### src/rtl/twbs_pkg.sv
// types and constants shared by the tick window bar statistics unit
// no dependencies

package twbs_pkg;

    localparam int DATA_W        = 32;
    localparam int CNT_W         = 16;
    localparam int SUM_W         = 48;
    localparam int REM_W         = CNT_W + 1;
    localparam int MIN_DAY_TICKS = 3;
    localparam int DIV_CNT_W     = $clog2(SUM_W);
    localparam logic [DIV_CNT_W-1:0] DIV_LAST = DIV_CNT_W'(SUM_W - 1);

    localparam int S_TDATA_W = 3 * DATA_W;
    localparam int M_TDATA_W = 6 * DATA_W + 3 * CNT_W;
    localparam int M_TUSER_W = 2;
    localparam int CFG_IDX_W = 1;

    typedef enum logic [CFG_IDX_W-1:0] {
        REG_WINDOW_START = 1'b0,
        REG_WINDOW_END   = 1'b1
    } cfg_reg_t;

    typedef enum logic [4:0] {
        ST_IDLE,
        ST_TGE_WS,
        ST_TLT_WE,
        ST_TLE_WE,
        ST_PGE_WS,
        ST_PLE_WE,
        ST_ASK,
        ST_GAP,
        ST_GMAX,
        ST_HIGH,
        ST_LOW,
        ST_SUM,
        ST_GS,
        ST_GE,
        ST_GL,
        ST_DIV,
        ST_FIN
    } state_t;

    typedef struct packed {
        state_t step;
        logic   in_ready;
        logic   load_out;
    } ctl_t;

    typedef struct packed {
        logic [SUM_W-1:0] a;
        logic [SUM_W-1:0] b;
        logic             sub;
    } alu_req_t;

    typedef struct packed {
        logic [SUM_W-1:0] res;
        logic             borrow;
        logic             zero;
    } alu_res_t;

endpackage

### src/rtl/twbs_alu.sv
// shared add / subtract / compare unit
// depends on twbs_pkg

module twbs_alu (
    input  twbs_pkg::alu_req_t req,
    output twbs_pkg::alu_res_t rsp
);

    logic [twbs_pkg::SUM_W:0] wide;

    always_comb begin
        if (req.sub) begin
            wide = {1'b0, req.a} - {1'b0, req.b};
        end else begin
            wide = {1'b0, req.a} + {1'b0, req.b};
        end
        rsp.res    = wide[twbs_pkg::SUM_W-1:0];
        rsp.borrow = req.sub & wide[twbs_pkg::SUM_W];
        rsp.zero   = (wide[twbs_pkg::SUM_W-1:0] == '0);
    end

endmodule

### src/rtl/twbs_seq.sv
// step sequencer: walks one tick through the shared unit, then the
// end-of-day gap checks and the bit-serial division; depends on twbs_pkg

module twbs_seq (
    input  logic           aclk,
    input  logic           aresetn,
    input  logic           in_beat,
    input  logic           tick_last,
    input  logic           out_free,
    output twbs_pkg::ctl_t ctl
);

    twbs_pkg::state_t              state_reg, state_next;
    logic [twbs_pkg::DIV_CNT_W-1:0] div_cnt_reg, div_cnt_next;

    always_ff @(posedge aclk) begin
        if (!aresetn) begin
            state_reg   <= twbs_pkg::ST_IDLE;
            div_cnt_reg <= '0;
        end else begin
            state_reg   <= state_next;
            div_cnt_reg <= div_cnt_next;
        end
    end

    always_comb begin
        state_next   = state_reg;
        div_cnt_next = div_cnt_reg;
        unique case (state_reg)
            twbs_pkg::ST_IDLE:   if (in_beat) state_next = twbs_pkg::ST_TGE_WS;
            twbs_pkg::ST_TGE_WS: state_next = twbs_pkg::ST_TLT_WE;
            twbs_pkg::ST_TLT_WE: state_next = twbs_pkg::ST_TLE_WE;
            twbs_pkg::ST_TLE_WE: state_next = twbs_pkg::ST_PGE_WS;
            twbs_pkg::ST_PGE_WS: state_next = twbs_pkg::ST_PLE_WE;
            twbs_pkg::ST_PLE_WE: state_next = twbs_pkg::ST_ASK;
            twbs_pkg::ST_ASK:    state_next = twbs_pkg::ST_GAP;
            twbs_pkg::ST_GAP:    state_next = twbs_pkg::ST_GMAX;
            twbs_pkg::ST_GMAX:   state_next = twbs_pkg::ST_HIGH;
            twbs_pkg::ST_HIGH:   state_next = twbs_pkg::ST_LOW;
            twbs_pkg::ST_LOW:    state_next = twbs_pkg::ST_SUM;
            twbs_pkg::ST_SUM: begin
                state_next = tick_last ? twbs_pkg::ST_GS : twbs_pkg::ST_IDLE;
            end
            twbs_pkg::ST_GS:     state_next = twbs_pkg::ST_GE;
            twbs_pkg::ST_GE:     state_next = twbs_pkg::ST_GL;
            twbs_pkg::ST_GL: begin
                state_next   = twbs_pkg::ST_DIV;
                div_cnt_next = '0;
            end
            twbs_pkg::ST_DIV: begin
                div_cnt_next = div_cnt_reg + 1'b1;
                if (div_cnt_reg == twbs_pkg::DIV_LAST) state_next = twbs_pkg::ST_FIN;
            end
            twbs_pkg::ST_FIN:    if (out_free) state_next = twbs_pkg::ST_IDLE;
            default:             state_next = twbs_pkg::ST_IDLE;
        endcase
    end

    always_comb begin
        ctl.step     = state_reg;
        ctl.in_ready = (state_reg == twbs_pkg::ST_IDLE);
        ctl.load_out = (state_reg == twbs_pkg::ST_FIN) && out_free;
    end

endmodule

### src/rtl/tick_window_bar_statistics_unit.sv
// tick window bar statistics unit: high, low, average, open, close, gap and
// pair counts over one day of ticks; depends on twbs_pkg, twbs_alu, twbs_seq
// a new tick is taken only from idle, after the 11 steps of the last tick on the shared unit;
// a day-closing tick also goes through 3 gap steps and 48 division steps
// before its result beat is shown, plus any wait for the result slot
// reset: synchronous active-low aresetn clears window registers and day state

module tick_window_bar_statistics_unit #(
    parameter int MAX_DAY_TICKS = 65535
) (
    input  logic                              aclk,
    input  logic                              aresetn,
    // tick_time, tick_value, tick_ask
    input  logic [twbs_pkg::S_TDATA_W-1:0]    s_tdata,
    input  logic                              s_tlast,
    input  logic                              s_tvalid,
    output logic                              s_tready,
    // bar_high, bar_low, bar_average, window_count, bar_open, bar_close,
    // max_gap, pair_count, change_count
    output logic [twbs_pkg::M_TDATA_W-1:0]    m_tdata,
    // bar_valid, open_valid
    output logic [twbs_pkg::M_TUSER_W-1:0]    m_tuser,
    output logic                              m_tvalid,
    input  logic                              m_tready,
    input  logic                              cfg_valid,
    output logic                              cfg_ready,
    input  logic [twbs_pkg::CFG_IDX_W-1:0]    cfg_index,
    input  logic [twbs_pkg::DATA_W-1:0]       cfg_data
);

    localparam int TW = $clog2(MAX_DAY_TICKS + 1);
    localparam int DW = twbs_pkg::DATA_W;
    localparam int CW = twbs_pkg::CNT_W;
    localparam int SW = twbs_pkg::SUM_W;
    localparam int RW = twbs_pkg::REM_W;

    twbs_pkg::ctl_t     ctl;
    twbs_pkg::alu_req_t alu_req;
    twbs_pkg::alu_res_t alu_rsp;

    logic in_beat, out_free;

    // window registers
    logic [DW-1:0] win_start_reg, win_end_reg;

    // current tick
    logic [DW-1:0] t_reg, v_reg, a_reg;
    logic          last_reg;

    // per-tick flags
    logic          t_ge_ws_reg, t_lt_we_reg, t_le_we_reg, p_ok_reg, ask_ne_reg;
    logic [DW-1:0] gap_reg, end_gap_reg, mg_reg;
    logic [RW-1:0] rem_reg;

    // day state
    logic [TW-1:0] ticks_seen_reg;
    logic [DW-1:0] prev_time_reg, prev_ask_reg, first_time_reg;
    logic [DW-1:0] high_reg, low_reg;
    logic [SW-1:0] sum_reg;
    logic [CW-1:0] inside_cnt_reg;
    logic [DW-1:0] before_val_reg, close_val_reg, largest_gap_reg;
    logic          before_seen_reg, before_first_reg, close_seen_reg;
    logic [CW-1:0] pairs_reg, changes_reg;

    // result slot
    logic [twbs_pkg::M_TDATA_W-1:0] m_tdata_reg;
    logic [twbs_pkg::M_TUSER_W-1:0] m_tuser_reg;
    logic                           m_tvalid_reg;

    logic          in_win, pair_hit, day_first, bar_ok, win_ok, open_ok;
    logic [RW-1:0] rem_sh;
    logic [DW-1:0] o_high, o_low, o_avg, o_open, o_close;
    logic [CW-1:0] o_cnt;

    assign in_beat   = s_tvalid & ctl.in_ready;
    assign s_tready  = ctl.in_ready;
    assign out_free  = !m_tvalid_reg || m_tready;
    assign cfg_ready = 1'b1;
    assign m_tdata   = m_tdata_reg;
    assign m_tuser   = m_tuser_reg;
    assign m_tvalid  = m_tvalid_reg;

    assign in_win    = t_ge_ws_reg & t_lt_we_reg;
    assign day_first = (ticks_seen_reg == '0);
    assign pair_hit  = !day_first & p_ok_reg & t_ge_ws_reg & t_le_we_reg;
    assign rem_sh    = {rem_reg[RW-2:0], sum_reg[SW-1]};

    twbs_seq u_seq (
        .aclk      (aclk),
        .aresetn   (aresetn),
        .in_beat   (in_beat),
        .tick_last (last_reg),
        .out_free  (out_free),
        .ctl       (ctl)
    );

    twbs_alu u_alu (
        .req (alu_req),
        .rsp (alu_rsp)
    );

    // operand selection for the shared unit
    always_comb begin
        alu_req.a   = '0;
        alu_req.b   = '0;
        alu_req.sub = 1'b1;
        case (ctl.step)
            twbs_pkg::ST_TGE_WS: begin
                alu_req.a = SW'(t_reg);
                alu_req.b = SW'(win_start_reg);
            end
            twbs_pkg::ST_TLT_WE: begin
                alu_req.a = SW'(t_reg);
                alu_req.b = SW'(win_end_reg);
            end
            twbs_pkg::ST_TLE_WE: begin
                alu_req.a = SW'(win_end_reg);
                alu_req.b = SW'(t_reg);
            end
            twbs_pkg::ST_PGE_WS: begin
                alu_req.a = SW'(prev_time_reg);
                alu_req.b = SW'(win_start_reg);
            end
            twbs_pkg::ST_PLE_WE: begin
                alu_req.a = SW'(win_end_reg);
                alu_req.b = SW'(prev_time_reg);
            end
            twbs_pkg::ST_ASK: begin
                alu_req.a = SW'(a_reg);
                alu_req.b = SW'(prev_ask_reg);
            end
            twbs_pkg::ST_GAP: begin
                alu_req.a = SW'(t_reg);
                alu_req.b = SW'(prev_time_reg);
            end
            twbs_pkg::ST_GMAX: begin
                alu_req.a = SW'(largest_gap_reg);
                alu_req.b = SW'(gap_reg);
            end
            twbs_pkg::ST_HIGH: begin
                alu_req.a = SW'(high_reg);
                alu_req.b = SW'(v_reg);
            end
            twbs_pkg::ST_LOW: begin
                alu_req.a = SW'(v_reg);
                alu_req.b = SW'(low_reg);
            end
            twbs_pkg::ST_SUM: begin
                alu_req.a   = sum_reg;
                alu_req.b   = SW'(v_reg);
                alu_req.sub = 1'b0;
            end
            twbs_pkg::ST_GS: begin
                alu_req.a = SW'(first_time_reg);
                alu_req.b = SW'(win_start_reg);
            end
            twbs_pkg::ST_GE: begin
                alu_req.a = SW'(mg_reg);
                alu_req.b = SW'(end_gap_reg);
            end
            twbs_pkg::ST_GL: begin
                alu_req.a = SW'(mg_reg);
                alu_req.b = SW'(largest_gap_reg);
            end
            twbs_pkg::ST_DIV: begin
                alu_req.a = SW'(rem_sh);
                alu_req.b = SW'(inside_cnt_reg);
            end
            default: begin
                alu_req.sub = 1'b1;
            end
        endcase
    end

    // result fields
    always_comb begin
        bar_ok  = before_seen_reg && (ticks_seen_reg >= TW'(twbs_pkg::MIN_DAY_TICKS));
        win_ok  = bar_ok && (inside_cnt_reg != '0);
        open_ok = bar_ok && !before_first_reg;
        o_high  = win_ok ? high_reg : '0;
        o_low   = win_ok ? low_reg : '0;
        o_avg   = win_ok ? sum_reg[DW-1:0] : '0;
        o_cnt   = win_ok ? inside_cnt_reg : '0;
        o_open  = open_ok ? before_val_reg : '0;
        o_close = bar_ok ? (close_seen_reg ? close_val_reg : v_reg) : '0;
    end

    // configuration
    always_ff @(posedge aclk) begin
        if (!aresetn) begin
            win_start_reg <= '0;
            win_end_reg   <= '0;
        end else if (cfg_valid) begin
            unique case (twbs_pkg::cfg_reg_t'(cfg_index))
                twbs_pkg::REG_WINDOW_START: win_start_reg <= cfg_data;
                twbs_pkg::REG_WINDOW_END:   win_end_reg   <= cfg_data;
            endcase
        end
    end

    // tick capture and per-tick scratch
    always_ff @(posedge aclk) begin
        if (in_beat) begin
            t_reg    <= s_tdata[DW-1:0];
            v_reg    <= s_tdata[2*DW-1:DW];
            a_reg    <= s_tdata[3*DW-1:2*DW];
            last_reg <= s_tlast;
        end
        case (ctl.step)
            twbs_pkg::ST_TGE_WS: t_ge_ws_reg <= !alu_rsp.borrow;
            twbs_pkg::ST_TLT_WE: t_lt_we_reg <= alu_rsp.borrow;
            twbs_pkg::ST_TLE_WE: begin
                t_le_we_reg <= !alu_rsp.borrow;
                end_gap_reg <= alu_rsp.borrow ? '0 : alu_rsp.res[DW-1:0];
            end
            twbs_pkg::ST_PGE_WS: p_ok_reg   <= !alu_rsp.borrow;
            twbs_pkg::ST_PLE_WE: p_ok_reg   <= p_ok_reg & !alu_rsp.borrow;
            twbs_pkg::ST_ASK:    ask_ne_reg <= !alu_rsp.zero;
            twbs_pkg::ST_GAP:    gap_reg <= alu_rsp.borrow ? '0 : alu_rsp.res[DW-1:0];
            twbs_pkg::ST_GS:     mg_reg  <= alu_rsp.borrow ? '0 : alu_rsp.res[DW-1:0];
            twbs_pkg::ST_GE:     if (alu_rsp.borrow) mg_reg <= end_gap_reg;
            twbs_pkg::ST_GL: begin
                if (alu_rsp.borrow) mg_reg <= largest_gap_reg;
                rem_reg <= '0;
            end
            twbs_pkg::ST_DIV: rem_reg <= alu_rsp.borrow ? rem_sh : alu_rsp.res[RW-1:0];
            default: begin
                rem_reg <= rem_reg;
            end
        endcase
    end

    // day state
    always_ff @(posedge aclk) begin
        if (!aresetn || ctl.load_out) begin
            ticks_seen_reg   <= '0;
            prev_time_reg    <= '0;
            prev_ask_reg     <= '0;
            first_time_reg   <= '0;
            high_reg         <= '0;
            low_reg          <= '0;
            sum_reg          <= '0;
            inside_cnt_reg   <= '0;
            before_val_reg   <= '0;
            before_seen_reg  <= 1'b0;
            before_first_reg <= 1'b0;
            close_val_reg    <= '0;
            close_seen_reg   <= 1'b0;
            largest_gap_reg  <= '0;
            pairs_reg        <= '0;
            changes_reg      <= '0;
        end else begin
            case (ctl.step)
                twbs_pkg::ST_GMAX: begin
                    if (pair_hit) begin
                        if (alu_rsp.borrow) largest_gap_reg <= gap_reg;
                        if (pairs_reg != '1) pairs_reg <= pairs_reg + 1'b1;
                        if (ask_ne_reg && changes_reg != '1) changes_reg <= changes_reg + 1'b1;
                    end
                end
                twbs_pkg::ST_HIGH: begin
                    if (in_win && (inside_cnt_reg == '0 || alu_rsp.borrow)) high_reg <= v_reg;
                end
                twbs_pkg::ST_LOW: begin
                    if (in_win && (inside_cnt_reg == '0 || alu_rsp.borrow)) low_reg <= v_reg;
                end
                twbs_pkg::ST_SUM: begin
                    if (in_win && inside_cnt_reg != '1) begin
                        sum_reg        <= alu_rsp.res;
                        inside_cnt_reg <= inside_cnt_reg + 1'b1;
                    end
                    if (day_first) first_time_reg <= t_reg;
                    if (!t_ge_ws_reg) begin
                        before_val_reg   <= v_reg;
                        before_seen_reg  <= 1'b1;
                        before_first_reg <= day_first;
                    end
                    if (t_lt_we_reg) begin
                        close_val_reg  <= v_reg;
                        close_seen_reg <= 1'b1;
                    end
                    if (ticks_seen_reg != TW'(MAX_DAY_TICKS)) begin
                        ticks_seen_reg <= ticks_seen_reg + 1'b1;
                    end
                    prev_time_reg <= t_reg;
                    prev_ask_reg  <= a_reg;
                end
                twbs_pkg::ST_DIV: begin
                    // quotient bits shift in as the dividend shifts out
                    sum_reg <= {sum_reg[SW-2:0], !alu_rsp.borrow};
                end
                default: begin
                    sum_reg <= sum_reg;
                end
            endcase
        end
    end

    // result slot
    always_ff @(posedge aclk) begin
        if (!aresetn) begin
            m_tvalid_reg <= 1'b0;
        end else if (ctl.load_out) begin
            m_tvalid_reg <= 1'b1;
        end else if (m_tready) begin
            m_tvalid_reg <= 1'b0;
        end
    end

    always_ff @(posedge aclk) begin
        if (ctl.load_out) begin
            m_tdata_reg <= {changes_reg, pairs_reg, mg_reg, o_close, o_open,
                            o_cnt, o_avg, o_low, o_high};
            m_tuser_reg <= {open_ok, bar_ok};
        end
    end

endmodule

### config.mk
export PLATFORM = sky130hd
export DESIGN_NAME = tick_window_bar_statistics_unit
export DESIGN_NICKNAME = d
export VERILOG_FILES = /design/src/rtl/twbs_pkg.sv /design/src/rtl/twbs_alu.sv /design/src/rtl/twbs_seq.sv /design/src/rtl/tick_window_bar_statistics_unit.sv
export SDC_FILE = /design/constraint.sdc
export NUM_CORES = 2
export LEC_CHECK = 0
export ABC_AREA = 1
export BUFFER_PORTS_ARGS = -buffer_cell sky130_fd_sc_hd__buf_2
export CORE_ASPECT_RATIO = 0.7
export CORE_MARGIN = 5
export CORE_UTILIZATION = 55
export CTS_BUF_LIST = sky130_fd_sc_hd__clkbuf_16
export DETAILED_ROUTE_END_ITERATION = 6
export GPL_TIMING_DRIVEN = 0
export PLACE_DENSITY_LB_ADDON = 0.15
export SETUP_SLACK_MARGIN = 0.2
export SLEW_MARGIN = 0
export SYNTH_ARGS = -nofsm -noshare
export SYNTH_HDL_FRONTEND = slang
export SYNTH_HIERARCHICAL = 1
export SYNTH_SLANG_ARGS = --single-unit
### constraint.sdc
create_clock -name aclk -period 13.52 [get_ports aclk]
set_clock_uncertainty 0.1 [all_clocks]
set_input_delay 1.352 -clock aclk [delete_from_list [all_inputs] [get_ports aclk]]
set_output_delay 1.352 -clock aclk [all_outputs]
set_load 0.005 [all_outputs]
After elaboration in Yosys (flattened, before gate mapping)
Index checks and enable logic that the tools add are counted.

Register bits after elaboration: 903. Input bits: 135. Output and inout port bits: 245. Logic and storage cells: 145.

$add $sub $neg: 7. $lt $le $gt $ge: 1. Eq/ne operators: 27. Multiplexer cells: 21. Bitwise logic cells: 9. Reductions and logical operators: 41.

Operators with widths (count): 96-bit one-hot mux with 15 select lines (1); 32-bit two-way mux (4); 32-bit one-hot mux with 3 select lines (1); 48-bit one-hot mux with 2 select lines (1); 5-bit one-hot mux with 17 select lines (1); 16-bit by 1-bit adder with 16-bit output, second input constant (4); 16-bit inequality test, second input constant (4); 48-bit by 48-bit adder with 49-bit output (1); 49-bit two-way mux (1); 48-bit by 48-bit subtractor with 49-bit output (1); 48-bit logical NOT (1); 48-bit two-way mux (1); 5-bit by 4-bit == test with 1-bit output, second input constant (8); 16-bit logical NOT (2); 16-bit one-hot mux with 2 select lines (1); 5-bit by 3-bit == test with 1-bit output, second input constant (4); 2-bit AND reduction (10); 16-bit by 2-bit greater-or-equal comparator with 1-bit output, second input constant (1); 16-bit two-way mux (1); 16-bit nonzero test (1); 5-bit two-way mux (3); 3-bit AND reduction (5); 6-bit one-hot mux with 2 select lines (1); 5-bit by 2-bit == test with 1-bit output, second input constant (2); other kinds (17) (46).

Logic depth before layout (Yosys ltp)
Depth in word-level cells: 8. Mapped depth: 39. Depth with buffers taken out: 38.

Hierarchy
The synthesis kept the hierarchy.

By module, submodules not included: tick_window_bar_statistics_unit (instances 1, cells each 4566, area each 38478.2 um^2, sequential area each 22421.5 um^2); twbs_alu (instances 1, cells each 1195, area each 5781.8 um^2, sequential area each 0.0 um^2); twbs_seq (instances 1, cells each 115, area each 728.2 um^2, sequential area each 220.2 um^2).

Least setup slack after synthesis
No wires, ideal clock.

Kind: input to register. From: input m_tready. To: register low_reg[10]. Setup time: 0.128 ns. Arrival: 13.666 ns. Slack: -0.373 ns. Stages on the path: 9. Buffers on the path: 2. Cell sequence: inv_1 -> nand2_1 -> inv_1 -> nor2_1 -> nor2_1 -> inv_2 -> clkbuf_1 -> clkbuf_1 -> nor2_1.

RTL lines: start, declared (line tick_window_bar_statistics_unit.sv:24) `input logic m_tready,`; end signal, assigned (line tick_window_bar_statistics_unit.sv:265) `if (in_win && (inside_cnt_reg == '0 || alu_rsp.borrow)) low_reg <= v_reg;`; end, declared (line tick_window_bar_statistics_unit.sv:58) `logic [DW-1:0] high_reg, low_reg;`.

==> run metrics <==
synthesized area=0.04499 mm²; Worst Path Max Fanout=17; die width=351.8 µm; postcts setup bufs=0; dpl ws=3.840 ns; max reg flops=240; Layout Nets=6589; CTS tree=built; period utilisation layout=0.8081; Hold Crit Start=first_time_reg[25]; Die Ht=249.3 µm; vias in the first global route=40720; area leader, netlist=edfxtp_1; Cells after Synth=5876; Synth top area share=0.3044; Yosys reg bits=903; Logic pwr share=0.428; P_leak=21.66 nW; R2R Path End=mg_reg[21]; EDFF count, synth=456; synth top area cells=edfxtp_1 (30%), dfxtp_1 (20%), nand2_1 (12%); largest net degree at the start of global routing=60; status=finished with violations; H-tree depth=3; Cell Count, Final, Fillers Out=7555; RSZ-0062 raised after global routing=no; cells on worst reg2reg path=25; Least-Margin Pin Slew=1.469 ns; Max Buffers Root-to-Sink=3; crit end category=flop; first-pass GRT wire length=282000 µm; sequential power share=0.317; Overall Global Routing Usage=0.4482; async set-reset flop share out of synthesis=0; number of buffers created by CTS=87; number of max-cap violations=0; Reg2Reg Setup Slack=2.59 ns; Initial DRT Pass Iterations=7; Worst setup SP type=flop; hold_buf cts=0; I/O pin count=380; Hold Fails Final Rpt=0; switch share=0.4667; min Tclk post-route=10.93 ns; cell-internal power=5.287 mW; Worst Hold Path Cells=2; Clk pin slew, worst setup/hold paths=0.07 ns; Seq/Total Area, Yosys=0.5033; Critical Path AT=11.21 ns; Syn Area/Cell=7.656 µm²; Final HPWL DP=162100 µm; DR vias=46020; number of antenna violations at the first check in global routing=26; synth unique cells=51; maximum vdd drop=0.2681 mV; P&R area growth vs syn=14.59%; Top FF cell, synth=edfxtp_1; fmax=91.53 MHz; CTS root buf=clkbuf_16; row count=87; Die Area=0.08771 mm²; failing checks=DRC; Psw=4.626 mW; TNS Setup=0 ns; PD cells=192.3 mW/mm²; Iteration-0 DRC Markers=8944; # setup viols final=0; DRC=33; WL final=204900 µm; Final ANT Viol Nets=0; core area=0.08077 mm²; Slew headroom=0.02044; Data required, critical path=13.80 ns; Hold Crit Class=flop to flop; dpl cells=7375; Worst-Skew Late Latency=0.71 ns; post-CTS resize count=0; wire per inst=27.13 µm; most frequent cell after synthesis=nand2_1; IO buf count=378; layout cells sized above 1=0.1168; critical path class=flop to flop; Final WS setup=2.594 ns; # clock sinks=903; Slew Viols, Final=0; remaining global-route overflow=0; Hold EP=first_time_reg[25]; Post-synth top cells=nand2_1 (1484), nor2_1 (973), inv_1 (700); GPL Wtd Cong=1.124; Reg-to-Reg Start=u_seq/state_reg[4]; synthesis warning total=6; Initial Util=0.5570; via-per-instance ratio=6.091; clock power share=0.255
==> final cells by class <==
type	count	area, µm²
Multi-Input combinational cell	4022	18570
Inverter	725	2724
Sequential cell	903	22640
Antenna cell	16	40.04
Timing Repair Buffer	389	2130
Clock buffer	92	2302
Fill cell	7160	29220
Tap cell	1068	1336
Clock inverter	72	575.6
Buffer	268	1234
==> critical path: stages, from the launching register on <==
cell and delay [ns]:
dfxtp_1 0.82, inv_2 0.24, nand2_2 0.14, nor2_4 0.06, nand2_1 0.44, clkbuf_1 0.82
o21ai_0 0.40, nor3_1 0.23, nand3_1 0.28, nor4_1 1.13, nand3_1 0.65, o21ai_0 0.63
xnor2_1 0.18, inv_1 0.09, ha_1 0.26, nand2_1 0.12, inv_1 0.11, nand2_1 0.15
nor2_1 0.08, a21oi_1 0.58, nand3_1 0.26, a41oi_1 0.64, clkinv_1 0.64, clkbuf_1 0.50
o21ai_4 0.74, buf_16 0.25
==> metal layers <==
metal / vias to the layer above / share of wire / GRT usage / wire length, µm
met3: 650 / 0.18 / 0.2133 / 37830
met4: 16 / 0.051 / 0.1666 / 10350
met5: - / 0.00050 / 0 / 103
met1: 21400 / 0.39 / 0.6418 / 79770
met2: 4034 / 0.38 / 0.5830 / 76900
li1: 19920 / - / - / -
==> per-stage QoR <==
step	hold slack [ns]	total power, mW	instance area [µm²]	util
after floorplan	0.3237	5.454	45150	-
after global placement	0.3328	7.076	48380	0.5989
after detailed placement	0.3348	7.065	48640	0.6021
after CTS	0.3469	9.530	51510	0.6378
after global routing	0.3691	10.14	51530	0.6380
final	0.3489	9.913	51550	0.6383
==> how the worst max path moves through the flow <==
stage / from / endpoint / slack, ns / cells past startpoint
3_5_place_dp: u_seq/state_reg[4] / mg_reg[30] / 3.84 / 28
2_1_floorplan: m_tready / low_reg[10] / 3.96 / 9
5_1_grt: u_seq/state_reg[3] / mg_reg[21] / 2.83 / 28
6_report: u_seq/state_reg[4] / mg_reg[21] / 2.59 / 25
3_3_place_gp: m_tready / ticks_seen_reg[10] / -0.1 / 10
4_1_cts: u_seq/state_reg[2] / mg_reg[21] / 3.78 / 28
==> cells by family after synthesis <==
logic type      count (synthesis)  synth area share
compound gates                861            0.1024
xor+xnor                       90           0.01752
simple gates                 2969            0.2724
flops                         903            0.5033
buf+inv                       993           0.08791
fa+ha+maj                      58           0.01630
other cells                     2         0.0001669
==> power groups by stage <==
stage / registers (mW) / logic, mW / clock network (mW)
2_1_floorplan: 3.11 / 2.34 / 0
3_3_place_gp: 3.20 / 3.88 / 0
3_5_place_dp: 3.18 / 3.88 / 0
4_1_cts: 3.12 / 3.90 / 2.50
5_1_grt: 3.14 / 4.39 / 2.62
6_report: 3.14 / 4.24 / 2.53
==> cells in the final DEF, fill, tap and decap left out, drive strengths merged, types with 55 or more instances in the layout <==
| cell | instances |
|---|---|
| edfxtp | 456 |
| nor2 | 1005 |
| buf | 510 |
| inv | 741 |
| ha | 57 |
| nand3 | 262 |
| nand4 | 105 |
| o22ai | 56 |
| nand2 | 1509 |
| dfxtp | 447 |
| xor2 | 59 |
| clkbuf | 239 |
| a21oi | 374 |
| o21ai | 350 |
| nor3 | 55 |
Note: power is estimated with default switching activity, not from simulation.
